--- src/design/group_reverse_stream_top_assert.svh ---
// ---------------------------------------------------------------------------
// group_reverse_stream_top_assert.svh
// Assertion macros for the group reverse stream block.
// ---------------------------------------------------------------------------
`ifndef GROUP_REVERSE_STREAM_TOP_ASSERT_SVH
`define GROUP_REVERSE_STREAM_TOP_ASSERT_SVH

`ifndef SYNTH
// same-cycle implication, checked on every clock edge out of reset
`define GRS_ASSERT_NOW(lbl, ante, cons, msg) \
  lbl: assert property (@(posedge clk) disable iff (!rst_n) (ante) |-> (cons)) \
    else $error(msg);
// next-cycle implication
`define GRS_ASSERT_NEXT(lbl, ante, cons, msg) \
  lbl: assert property (@(posedge clk) disable iff (!rst_n) (ante) |=> (cons)) \
    else $error(msg);
`else
`define GRS_ASSERT_NOW(lbl, ante, cons, msg)
`define GRS_ASSERT_NEXT(lbl, ante, cons, msg)
`endif

`endif

--- src/design/grs_pkg.sv ---
// ---------------------------------------------------------------------------
// grs_pkg
// Shared types and constants of the group reverse stream block.
// ---------------------------------------------------------------------------
package grs_pkg;

  localparam int GROUP_SIZE_W   = 5;
  localparam int GROUP_SIZE_RST = 2;

  // strobes from the sequencer to the group buffer
  typedef struct packed {
    logic wr_en;
    logic rd_en;
  } grs_mem_ctl_t;

endpackage

--- src/design/grs_buffer.sv ---
// ---------------------------------------------------------------------------
// grs_buffer
// Group buffer: one write port, one read port with registered read data.
// ---------------------------------------------------------------------------
module grs_buffer #(
  parameter int DEPTH     = 16,
  parameter int WIDTH     = 32,
  parameter int ADDR_BITS = 4
) (
  input  logic                   clk,
  input  grs_pkg::grs_mem_ctl_t  ctl,
  input  logic [ADDR_BITS-1:0]   wr_addr,
  input  logic [WIDTH-1:0]       wr_data,
  input  logic [ADDR_BITS-1:0]   rd_addr,
  output logic [WIDTH-1:0]       rd_data
);
  import grs_pkg::*;

  logic [WIDTH-1:0] mem [DEPTH];
  logic [WIDTH-1:0] rd_data_r;

  always_ff @(posedge clk) begin
    if (ctl.wr_en) begin
      mem[wr_addr] <= wr_data;
    end
  end

  // read-first: hold the last read word until the next read
  always_ff @(posedge clk) begin
    if (ctl.rd_en) begin
      rd_data_r <= mem[rd_addr];
    end
  end

  assign rd_data = rd_data_r;

endmodule

--- src/design/group_reverse_stream_top.sv ---
// ---------------------------------------------------------------------------
// group_reverse_stream_top
// Buffer list words in groups of the configured size and emit each full
// group in reverse order; a short final group leaves in its original order.
//
//   channel  direction  handshake           payload
//   in       input      in_valid/in_stall   in_data_in, in_end_of_list
//   out      output     out_valid/out_stall out_data_out, out_run_last,
//                                           out_list_done
//   cfg      input      cfg_wr_en           cfg_wr_data (group size)
//
// An input word is taken and written to the group buffer. A word that
// closes a run sends the sequencer through S_READ to set up the first
// read, then the run of n words leaves at one word per cycle while
// out_stall is low; the buffer has a single write and read port pair.
// While a run drains, in_stall is high; out_stall holds the drain in place.
// Reset clears the fill count and the sequencer and sets group size to 2;
// the buffer itself is not cleared, as only entries of the current group
// are ever read.
// ---------------------------------------------------------------------------
module group_reverse_stream_top #(
  parameter int MAX_GROUP = 16,
  parameter int DATA_BITS = 32
) (
  input  logic                        clk,
  input  logic                        rst_n,
  // input words
  input  logic                        in_valid,
  output logic                        in_stall,
  input  logic signed [DATA_BITS-1:0] in_data_in,
  input  logic                        in_end_of_list,
  // result words
  output logic                        out_valid,
  input  logic                        out_stall,
  output logic signed [DATA_BITS-1:0] out_data_out,
  output logic                        out_run_last,
  output logic                        out_list_done,
  // configuration
  input  logic                        cfg_wr_en,
  input  logic [4:0]                  cfg_wr_data
);
  import grs_pkg::*;

  // count holds 0..MAX_GROUP, address 0..MAX_GROUP-1
  localparam int CNT_W = $clog2(MAX_GROUP + 1);
  localparam int AW    = (MAX_GROUP > 1) ? $clog2(MAX_GROUP) : 1;

  localparam logic [1:0] S_IDLE = 2'd0;  // take input words
  localparam logic [1:0] S_READ = 2'd1;  // issue first read of a run
  localparam logic [1:0] S_LOAD = 2'd2;  // move words to the output register

  logic [1:0]              state_r, state_nxt;
  logic [GROUP_SIZE_W-1:0] group_size_r;
  logic [CNT_W-1:0]        fill_cnt_r, fill_cnt_nxt;
  logic [CNT_W-1:0]        run_len_r, run_len_nxt;
  logic [CNT_W-1:0]        emit_idx_r, emit_idx_nxt;
  logic                    reverse_r, reverse_nxt;
  logic                    eol_r, eol_nxt;
  logic                    out_valid_r, out_valid_nxt;
  logic                    out_load;
  logic signed [DATA_BITS-1:0] out_data_r;
  logic                    out_run_last_r;
  logic                    out_list_done_r;

  logic [CNT_W-1:0]        k_eff;
  logic [CNT_W-1:0]        wr_base;
  logic [CNT_W-1:0]        cnt_new;
  logic                    grp_full;
  logic                    in_acc;
  logic                    out_free;
  logic                    is_last;
  logic [CNT_W-1:0]        rd_idx;
  logic [CNT_W-1:0]        rd_src;
  grs_mem_ctl_t            mem_ctl;
  logic [DATA_BITS-1:0]    rd_data;

  // -------------------------------------------------------------------------
  // Configuration: zero acts as one, sizes above MAX_GROUP saturate
  // -------------------------------------------------------------------------
  always_ff @(posedge clk) begin
    if (!rst_n) begin
      group_size_r <= GROUP_SIZE_W'(GROUP_SIZE_RST);
    end else if (cfg_wr_en) begin
      group_size_r <= cfg_wr_data;
    end
  end

  always_comb begin
    if (group_size_r == '0) begin
      k_eff = CNT_W'(1);
    end else if (int'(group_size_r) > MAX_GROUP) begin
      k_eff = CNT_W'(MAX_GROUP);
    end else begin
      k_eff = CNT_W'(group_size_r);
    end
  end

  // -------------------------------------------------------------------------
  // Input side: write the word at the fill position, decide whether it
  // closes a run (group full, or end of list on a short group)
  // -------------------------------------------------------------------------
  assign in_stall = (state_r != S_IDLE);
  assign in_acc   = in_valid && !in_stall;
  assign wr_base  = (fill_cnt_r >= CNT_W'(MAX_GROUP)) ? CNT_W'(MAX_GROUP - 1) : fill_cnt_r;
  assign cnt_new  = wr_base + CNT_W'(1);
  assign grp_full = (cnt_new >= k_eff);

  // -------------------------------------------------------------------------
  // Output side: the output register frees when empty or being taken
  // -------------------------------------------------------------------------
  assign out_free = !out_valid_r || !out_stall;
  assign is_last  = (emit_idx_r == run_len_r - CNT_W'(1));
  assign out_load = (state_r == S_LOAD) && out_free;

  // read the current index when opening a run, the following one while
  // draining so that each output word finds its data ready
  assign rd_idx = (state_r == S_READ) ? emit_idx_r : emit_idx_r + CNT_W'(1);
  assign rd_src = reverse_r ? (run_len_r - CNT_W'(1) - rd_idx) : rd_idx;

  always_comb begin
    mem_ctl.wr_en = in_acc;
    mem_ctl.rd_en = (state_r == S_READ) || (out_load && !is_last);
  end

  // -------------------------------------------------------------------------
  // Sequencer
  // -------------------------------------------------------------------------
  always_comb begin
    state_nxt     = state_r;
    fill_cnt_nxt  = fill_cnt_r;
    run_len_nxt   = run_len_r;
    emit_idx_nxt  = emit_idx_r;
    reverse_nxt   = reverse_r;
    eol_nxt       = eol_r;
    out_valid_nxt = out_valid_r && out_stall;
    unique case (state_r)
      S_IDLE: begin
        if (in_acc) begin
          if (grp_full || in_end_of_list) begin
            run_len_nxt  = cnt_new;
            reverse_nxt  = grp_full;
            eol_nxt      = in_end_of_list;
            emit_idx_nxt = '0;
            fill_cnt_nxt = '0;
            state_nxt    = S_READ;
          end else begin
            fill_cnt_nxt = cnt_new;
          end
        end
      end
      S_READ: begin
        state_nxt = S_LOAD;
      end
      S_LOAD: begin
        if (out_free) begin
          out_valid_nxt = 1'b1;
          if (is_last) begin
            state_nxt = S_IDLE;
          end else begin
            emit_idx_nxt = emit_idx_r + CNT_W'(1);
          end
        end
      end
      default: begin
        state_nxt = S_IDLE;
      end
    endcase
  end

  always_ff @(posedge clk) begin
    if (!rst_n) begin
      state_r     <= S_IDLE;
      fill_cnt_r  <= '0;
      run_len_r   <= '0;
      emit_idx_r  <= '0;
      reverse_r   <= 1'b0;
      eol_r       <= 1'b0;
      out_valid_r <= 1'b0;
    end else begin
      state_r     <= state_nxt;
      fill_cnt_r  <= fill_cnt_nxt;
      run_len_r   <= run_len_nxt;
      emit_idx_r  <= emit_idx_nxt;
      reverse_r   <= reverse_nxt;
      eol_r       <= eol_nxt;
      out_valid_r <= out_valid_nxt;
    end
  end

  // output payload: load from buffer read data, hold while stalled
  always_ff @(posedge clk) begin
    if (out_load) begin
      out_data_r      <= rd_data;
      out_run_last_r  <= is_last;
      out_list_done_r <= is_last && eol_r;
    end
  end

  grs_buffer #(
    .DEPTH     (MAX_GROUP),
    .WIDTH     (DATA_BITS),
    .ADDR_BITS (AW)
  ) u_buffer (
    .clk     (clk),
    .ctl     (mem_ctl),
    .wr_addr (wr_base[AW-1:0]),
    .wr_data (in_data_in),
    .rd_addr (rd_src[AW-1:0]),
    .rd_data (rd_data)
  );

  assign out_valid     = out_valid_r;
  assign out_data_out  = out_data_r;
  assign out_run_last  = out_run_last_r;
  assign out_list_done = out_list_done_r;

  // -------------------------------------------------------------------------
  // Assertions
  // -------------------------------------------------------------------------
`include "group_reverse_stream_top_assert.svh"

  `GRS_ASSERT_NOW(a_fill_below_max, 1'b1, fill_cnt_r < CNT_W'(MAX_GROUP), "fill count reached group buffer depth")
  `GRS_ASSERT_NOW(a_idx_in_run, state_r == S_LOAD, emit_idx_r < run_len_r, "drain index past run length")
  `GRS_ASSERT_NOW(a_done_is_last, out_valid_r && out_list_done_r, out_run_last_r, "list end flagged off a run end")
  `GRS_ASSERT_NEXT(a_read_then_load, state_r == S_READ, state_r == S_LOAD, "run setup did not move to drain")

endmodule
--- config.mk ---
export PLATFORM = sky130hd
export DESIGN_NAME = group_reverse_stream_top
export DESIGN_NICKNAME = d
export VERILOG_FILES = /design/src/design/grs_pkg.sv /design/src/design/grs_buffer.sv /design/src/design/group_reverse_stream_top.sv
export VERILOG_INCLUDE_DIRS = /design/src /design/src/design
export SDC_FILE = /design/constraint.sdc
export NUM_CORES = 1
export LEC_CHECK = 0
export BUFFER_PORTS_ARGS = -buffer_cell sky130_fd_sc_hd__clkbuf_2
export CORE_ASPECT_RATIO = 1.5
export CORE_MARGIN = 5
export CORE_UTILIZATION = 63
export DETAILED_ROUTE_END_ITERATION = 7
export GPL_TIMING_DRIVEN = 0
export PLACE_DENSITY_LB_ADDON = 0.1
export SLEW_MARGIN = 40
export SYNTH_ARGS = -nofsm -noshare
export SYNTH_HDL_FRONTEND = slang
export SYNTH_SLANG_ARGS = --single-unit
--- constraint.sdc ---
create_clock -name clk -period 12.2 [get_ports clk]
set_input_delay 0.61 -clock clk [delete_from_list [all_inputs] [get_ports clk]]
set_output_delay 0.61 -clock clk [all_outputs]
set_load 0.005 [all_outputs]
[After elaboration in Yosys (flattened, before gate mapping)]
Memory sizes are Yosys's and may differ from the RTL's. A register that Yosys moved wholly into a read port is not among the register bits.
Cells that the tools add are included.
Cells by class
  add/subtract/negate cells: 4
  equality and inequality tests: 8
  reduce and logical (&&, ||, !) cells: 20
  $lt $le $gt $ge: 3
  muxes and demuxes: 20
Operator list (count)
  5-bit two-way mux: 8
  5-bit by 1-bit adder with 5-bit output, second input constant: 2
  2-bit != test, second input constant: 5
  5-bit case mux with 2 select lines: 1
  2-bit two-way mux: 4
  4-bit two-way mux: 2
  2-bit case mux with 3 select lines: 1
  5-bit == test: 1
  5-bit greater-or-equal comparator: 1
  5-bit greater-or-equal comparator, second input constant: 1
  5-bit > comparator, second input constant: 1
  1-bit logical AND: 5
  5-bit logical NOT: 1
  5-bit AND reduction: 1
  5-bit by 1-bit subtractor with 5-bit output, second input constant: 1
  1-bit logical NOT: 4
  1-bit two-way mux: 4
  4-bit AND reduction: 1
  2-bit nonzero test: 2
  4-bit subtractor: 1
  1-bit logical OR: 3
  3-bit AND reduction: 1
  2-bit by 1-bit == test with 1-bit output, second input constant: 1
  2-bit == test, second input constant: 1
  2 further kinds: 2
Word-level totals
  memories: 1
  flip-flop bits (word level): 59
  logic and storage cells: 67
  input bits: 43
  bits in writable memories: 512
Memories
  u_buffer.mem: depth 16, bits a word 32, read ports 1, clocked after memory_dff 1, wr ports 1, RTL line grs_buffer.sv:19  | logic [WIDTH-1:0] mem [DEPTH];

[Logic depth before layout (Yosys ltp)]
  depth in word-level cells: 8
  mapped depth: 14
  gate-level depth less buffers: 11

[Modules after synthesis]
A second synthesis with hierarchy kept.
Second synthesis, totals
  cell total of the unflattened synthesis: 1053
  area total of the unflattened synthesis: 22720.5 um^2
Modules (own cells, without submodules)
  grs_buffer: sequential area each 16335.7 um^2, cells an instance 838, area an instance 20155.6 um^2, instances 1
  group_reverse_stream_top: sequential area each 1521.5 um^2, cells an instance 215, area an instance 2565.0 um^2, instances 1

[Least setup slack after synthesis]
No wires, ideal clock.
  path kind: input-to-reg
  from: input port out_stall
  to: register u_buffer.rd_data_r[0] (netlist: u_buffer.rd_data[0]) (read register of u_buffer.mem), enable pin
  cell stages on the path: 3
  arrival: 3.688 ns
  path slack: 8.122 ns
  library setup time: 0.390 ns
  data required time: 11.810 ns
  path buffers: 0
  cells stage by stage: a21oi_1 nand2_1 nand2_1
RTL lines
  start: declaration: RTL line group_reverse_stream_top.sv:34  | input logic out_stall,
  end: declaration: RTL line grs_buffer.sv:20  | logic [WIDTH-1:0] rd_data_r;

[Worst setup path after layout]
  from: register emit_idx_r[1]
  to: register u_buffer.rd_data_r[6] (netlist: u_buffer.rd_data[6]) (read register of u_buffer.mem) (data pin)
Between the ends
  word-level cells in the longest chain between the ends: 4
  elaborated cells between the ends (all ways): 8
  those cells by class: add/sub: 2; eq/ne: 1; mux: 2; reduce/logical: 3
Ends and longest elaborated chain
  start: declaration: RTL line group_reverse_stream_top.sv:56  | logic [CNT_W-1:0] emit_idx_r, emit_idx_nxt;
  start signal: assignment: RTL line group_reverse_stream_top.sv:183  | emit_idx_r <= emit_idx_nxt;
  5-bit by 1-bit adder with 5-bit output / 5-bit == test (equally long branches)
  4-bit two-way mux / 1-bit logical NOT (equally long branches): RTL line group_reverse_stream_top.sv:117, group_reverse_stream_top.sv:122
  4-bit subtractor / 1-bit logical AND (equally long branches): RTL line group_reverse_stream_top.sv:118, group_reverse_stream_top.sv:122
  4-bit two-way mux / 1-bit logical OR (equally long branches): RTL line group_reverse_stream_top.sv:118, group_reverse_stream_top.sv:122
Parallel ways exist; a longest one is shown, timed or not.
A chain may end at the register's enable or synchronous reset.

==> run_results.csv <==
group,metric,value,unit
run_status,status,"completed",
placement,gp_congestion,0.859,
sta,grt_setup_unrepaired,"no",
critical_path,path_delay_family,"compound AO/OA/AOI/OAI gates",
floorplan,die_area,0.0418,sq mm
clocking,h-tree-depth,2,
power,p_per_area,188,mW/mm^2
clocking,cts_resized,0,
clocking,holdBufCountCts,0,
clocking,root_buffer,"clkbuf_16",
logic_synthesis,syn_area,0.0237,sq mm
grt,met1_usage,0.389,
grt,grt.busiest_layer,"met2",
critical_path,regToRegStartpoint,"emit_idx_r[1]$_SDFFE_PN0P_",
clocking,clockBufferDepth,3,
grt,track_usage,0.308,
logic_synthesis,seq_area_frac_synth,0.752,
clocking,cts_tree,"done",
worst_hold_path,hold_end,"group_size_r[1]$_SDFFE_PN1P_",
clocking,path_clk_slew,0.07,ns
sta,final.setup.tns,0,ns
sta,setup_viol,0,
critical_path,critPathLaunchType,"flop",
critical_path,ff2ff_setup_slack,7.97,ns
logic_synthesis,synth_common_cells,"578 x edfxtp_1, 350 x nand2_1, 267 x a21oi_1",
placement,io_buffer_count,76,
worst_hold_path,hold_path_class,"primary input to flop",
logic_synthesis,synth_nets,1736,
clocking,post-cts-setup-buffers,0,
sta,slew_viol_final,0,
sta,fin_crit_sh,0.347,
placement,dpl.hpwl,41100,um
power,p_leak,9.64,nW
critical_path,r2r_end,"u_buffer.rd_data[6]$_DFFE_PP_",
clocking,clock-sinks,603,
placement,pre_cts_ws,8.12,ns
floorplan,die_h,248,um
sta,slew_headroom,0.405,
grt,grt_overflow,0,
logic_synthesis,synth_ff_type,"edfxtp_1",
critical_path,r2r_cells,12,
logic_synthesis,ys_ff_latch,603,
sta,worstMarginPinSlew,0.893,ns
floorplan,die-width,169,um
clocking,insertion_delay,0.59,ns
cells_and_area,drive_gt1_frac,0.144,
critical_path,cp-end-kind,"flop",
critical_path,cp_num_buf_inv,2,
power,irDropWorstVdd,0.147,mV
flow_run,maxCapViolations,0,
floorplan,rows,87,
floorplan,core_area,0.0374,sq mm
cells_and_area,fillCellCount,2459,
cells_and_area,regArea,0.0179,sq mm
sta,fin_worst_skew,0.0102,ns
critical_path,cp_cell_sequence,"ha_1 -> inv_1 -> nor3_1 -> nor2_1 -> ha_1 -> a21oi_1 -> a211oi_1 -> nand3b_1 -> xnor2_1 -> clkbuf_1 -> a221oi_1 -> a31oi_1",
logic_synthesis,synth_warnings,0,
cells_and_area,num-nets-final,1891,
logic_synthesis,synthCells,1678,
logic_synthesis,synth_edf_count,578,
critical_path,critPathMaxStageDelay,0.73,ns
critical_path,path_class,"flop to flop",
detailed_routing,wl,64600,um
logic_synthesis,synthMostInstantiatedCell,"edfxtp_1",
critical_path,crit_fanout,10,
detailed_routing,wl_per_cell,27.3,um
grt,grt.met3_usage,0.0598,
cells_and_area,syn_to_final_growth,13.7,%
critical_path,crit_arrival,4.62,ns
logic_synthesis,synth_area_leaders,"edfxtp_1 73%, a21oi_1 5.6%, nand2_1 5.5%",
sta,post-route-min-period,4.23,ns
detailed_routing,via_per_inst,6.52,
sta,fmax,236,MHz
cells_and_area,multiInputGateArea,0.00539,sq mm
floorplan,pin_count,79,
floorplan,initial_core_util,0.634,
detailed_routing,drt_first_pass_iters,5,
sta,finalWorstSetupSlack,7.97,ns
detailed_routing,vias,15400,
clocking,numCtsBuffers,53,
logic_synthesis,yosys.area.top_type,"edfxtp_1",
grt,grt_use_met2,0.528,
critical_path,crit_slowest_cell,"xnor2_1",
logic_synthesis,ys_types,53,
logic_synthesis,synth.avg_cell_area,14.2,sq um
worst_hold_path,min_from,"cfg_wr_data[1]",
sta,hold_violations,0,
detailed_routing,detail-route-antenna-nets,0,
grt,antenna_found_initial,0,
worst_hold_path,hold_depth,3,
logic_synthesis,async_reset_ff_frac,0,
logic_synthesis,synthDominantCellAreaShare,0.731,
detailed_routing,drc_errors,0,
grt,grt_pass1_vias,15300,
grt,grt_pass1_wl,94700,um
detailed_routing,drtIter0Drc,2049,
grt,grt_max_degree,33,
critical_path,cp_common_cell,"ha_1",
critical_path,crit_required,12.59,ns
-- logic make-up (layout without fill, tap and decap cells) --
logic type / Yosys count / after routing / share of synthesized area
multiplexers: 59 / 59 / 0.0249
adder cells (fa/ha/maj): 15 / 15 / 0.00822
AND/OR/NAND/NOR: 432 / 432 / 0.0741
AO/OA/AOI/OAI: 435 / 435 / 0.110
other: 0 / 1 / 0
XOR/XNOR: 13 / 13 / 0.00537
buffers and inverters: 121 / 317 / 0.0253
flip-flops: 603 / 603 / 0.752
-- flip-flops by register name, summed over array words and instances, names as in the netlist, 2 cells and up --
name and cells:
emit_idx_r 5, fill_cnt_r 5, group_size_r 5, out_data_out 32, run_len_r 5, state_r 2
u_buffer.mem 512, u_buffer.rd_data 32
-- tightest hold or removal path, cell delays in order --
cell	delay [ns]
clkbuf_2	0.08
mux2i_1	0.06
nand2_1	0.06
-- layout make-up --
type,count,area share
Sequential cell,603,0.662
Multi-Input combinational cell,954,0.200
Clock buffer,65,0.0520
Timing Repair Buffer,100,0.0330
Tap cell,489,0.0227
Buffer,108,0.0205
Clock inverter,31,0.00848
Inverter,13,0.00190
Antenna cell,1,0.0000927
-- power breakdown --
group	switching (mW)	leakage, nW	internal (mW)
clock network	0.729	0.807	0.878
logic	0.761	3.40	0.329
registers	0.0186	5.43	2.35
-- per-layer routing --
layer  wire length, um  vias up  share of wire
li1                  -     6633              -
met1             23000     7612           0.36
met3              6240      211          0.097
met2             32500      963           0.50
met4              2850        0          0.044
met5                 0        -              0
-- metrics by stage --
| stage | cell area (sq um) | utilization | power, mW | std cells | hold WS [ns] |
|---|---|---|---|---|---|
| floorplan | 23700 | - | 3.06 | 1678 | 0.400 |
| global placement | 24700 | 0.661 | 3.44 | 2243 | 0.401 |
| detailed placement | 25400 | 0.677 | 3.48 | 2267 | 0.405 |
| CTS | 27000 | 0.721 | 5.06 | 2363 | 0.241 |
| global route | 27000 | 0.721 | 5.24 | 2363 | 0.262 |
| finish | 27000 | 0.721 | 5.07 | 2364 | 0.250 |
-- placed cells by master (no fill, tap or decap), drive strengths merged, types with 4 or more instances in the layout --
cell type	instances
mux2i	58
nand3	6
a221oi	28
xor2	4
ha	14
clkbuf	173
edfxtp	578
inv	12
nor2	30
a22oi	84
nand2	350
a21oi	267
xnor2	8
nor3	6
and3	9
nand4	5
a211oi	5
clkinv	28
dfxtp	25
buf	100
and2	7
a31oi	28
-- how the worst max path moves through the flow --
| stage | from | endpoint | slack (ns) | cells past startpoint |
|---|---|---|---|---|
| after CTS | emit_idx_r[1]$_SDFFE_PN0P_ | u_buffer.rd_data[6]$_DFFE_PP_ | 8.07 | 12 |
| final | emit_idx_r[1]$_SDFFE_PN0P_ | u_buffer.rd_data[6]$_DFFE_PP_ | 7.97 | 12 |
| after detailed placement | emit_idx_r[1]$_SDFFE_PN0P_ | u_buffer.rd_data[6]$_DFFE_PP_ | 8.12 | 12 |
| after global placement | out_stall | u_buffer.rd_data[28]$_DFFE_PP_ | 4.84 | 4 |
| after global routing | emit_idx_r[1]$_SDFFE_PN0P_ | u_buffer.rd_data[1]$_DFFE_PP_ | 7.78 | 12 |
| after floorplan | out_stall | u_buffer.rd_data[0]$_DFFE_PP_ | 8.12 | 3 |
(Power assumes the default switching activity.)
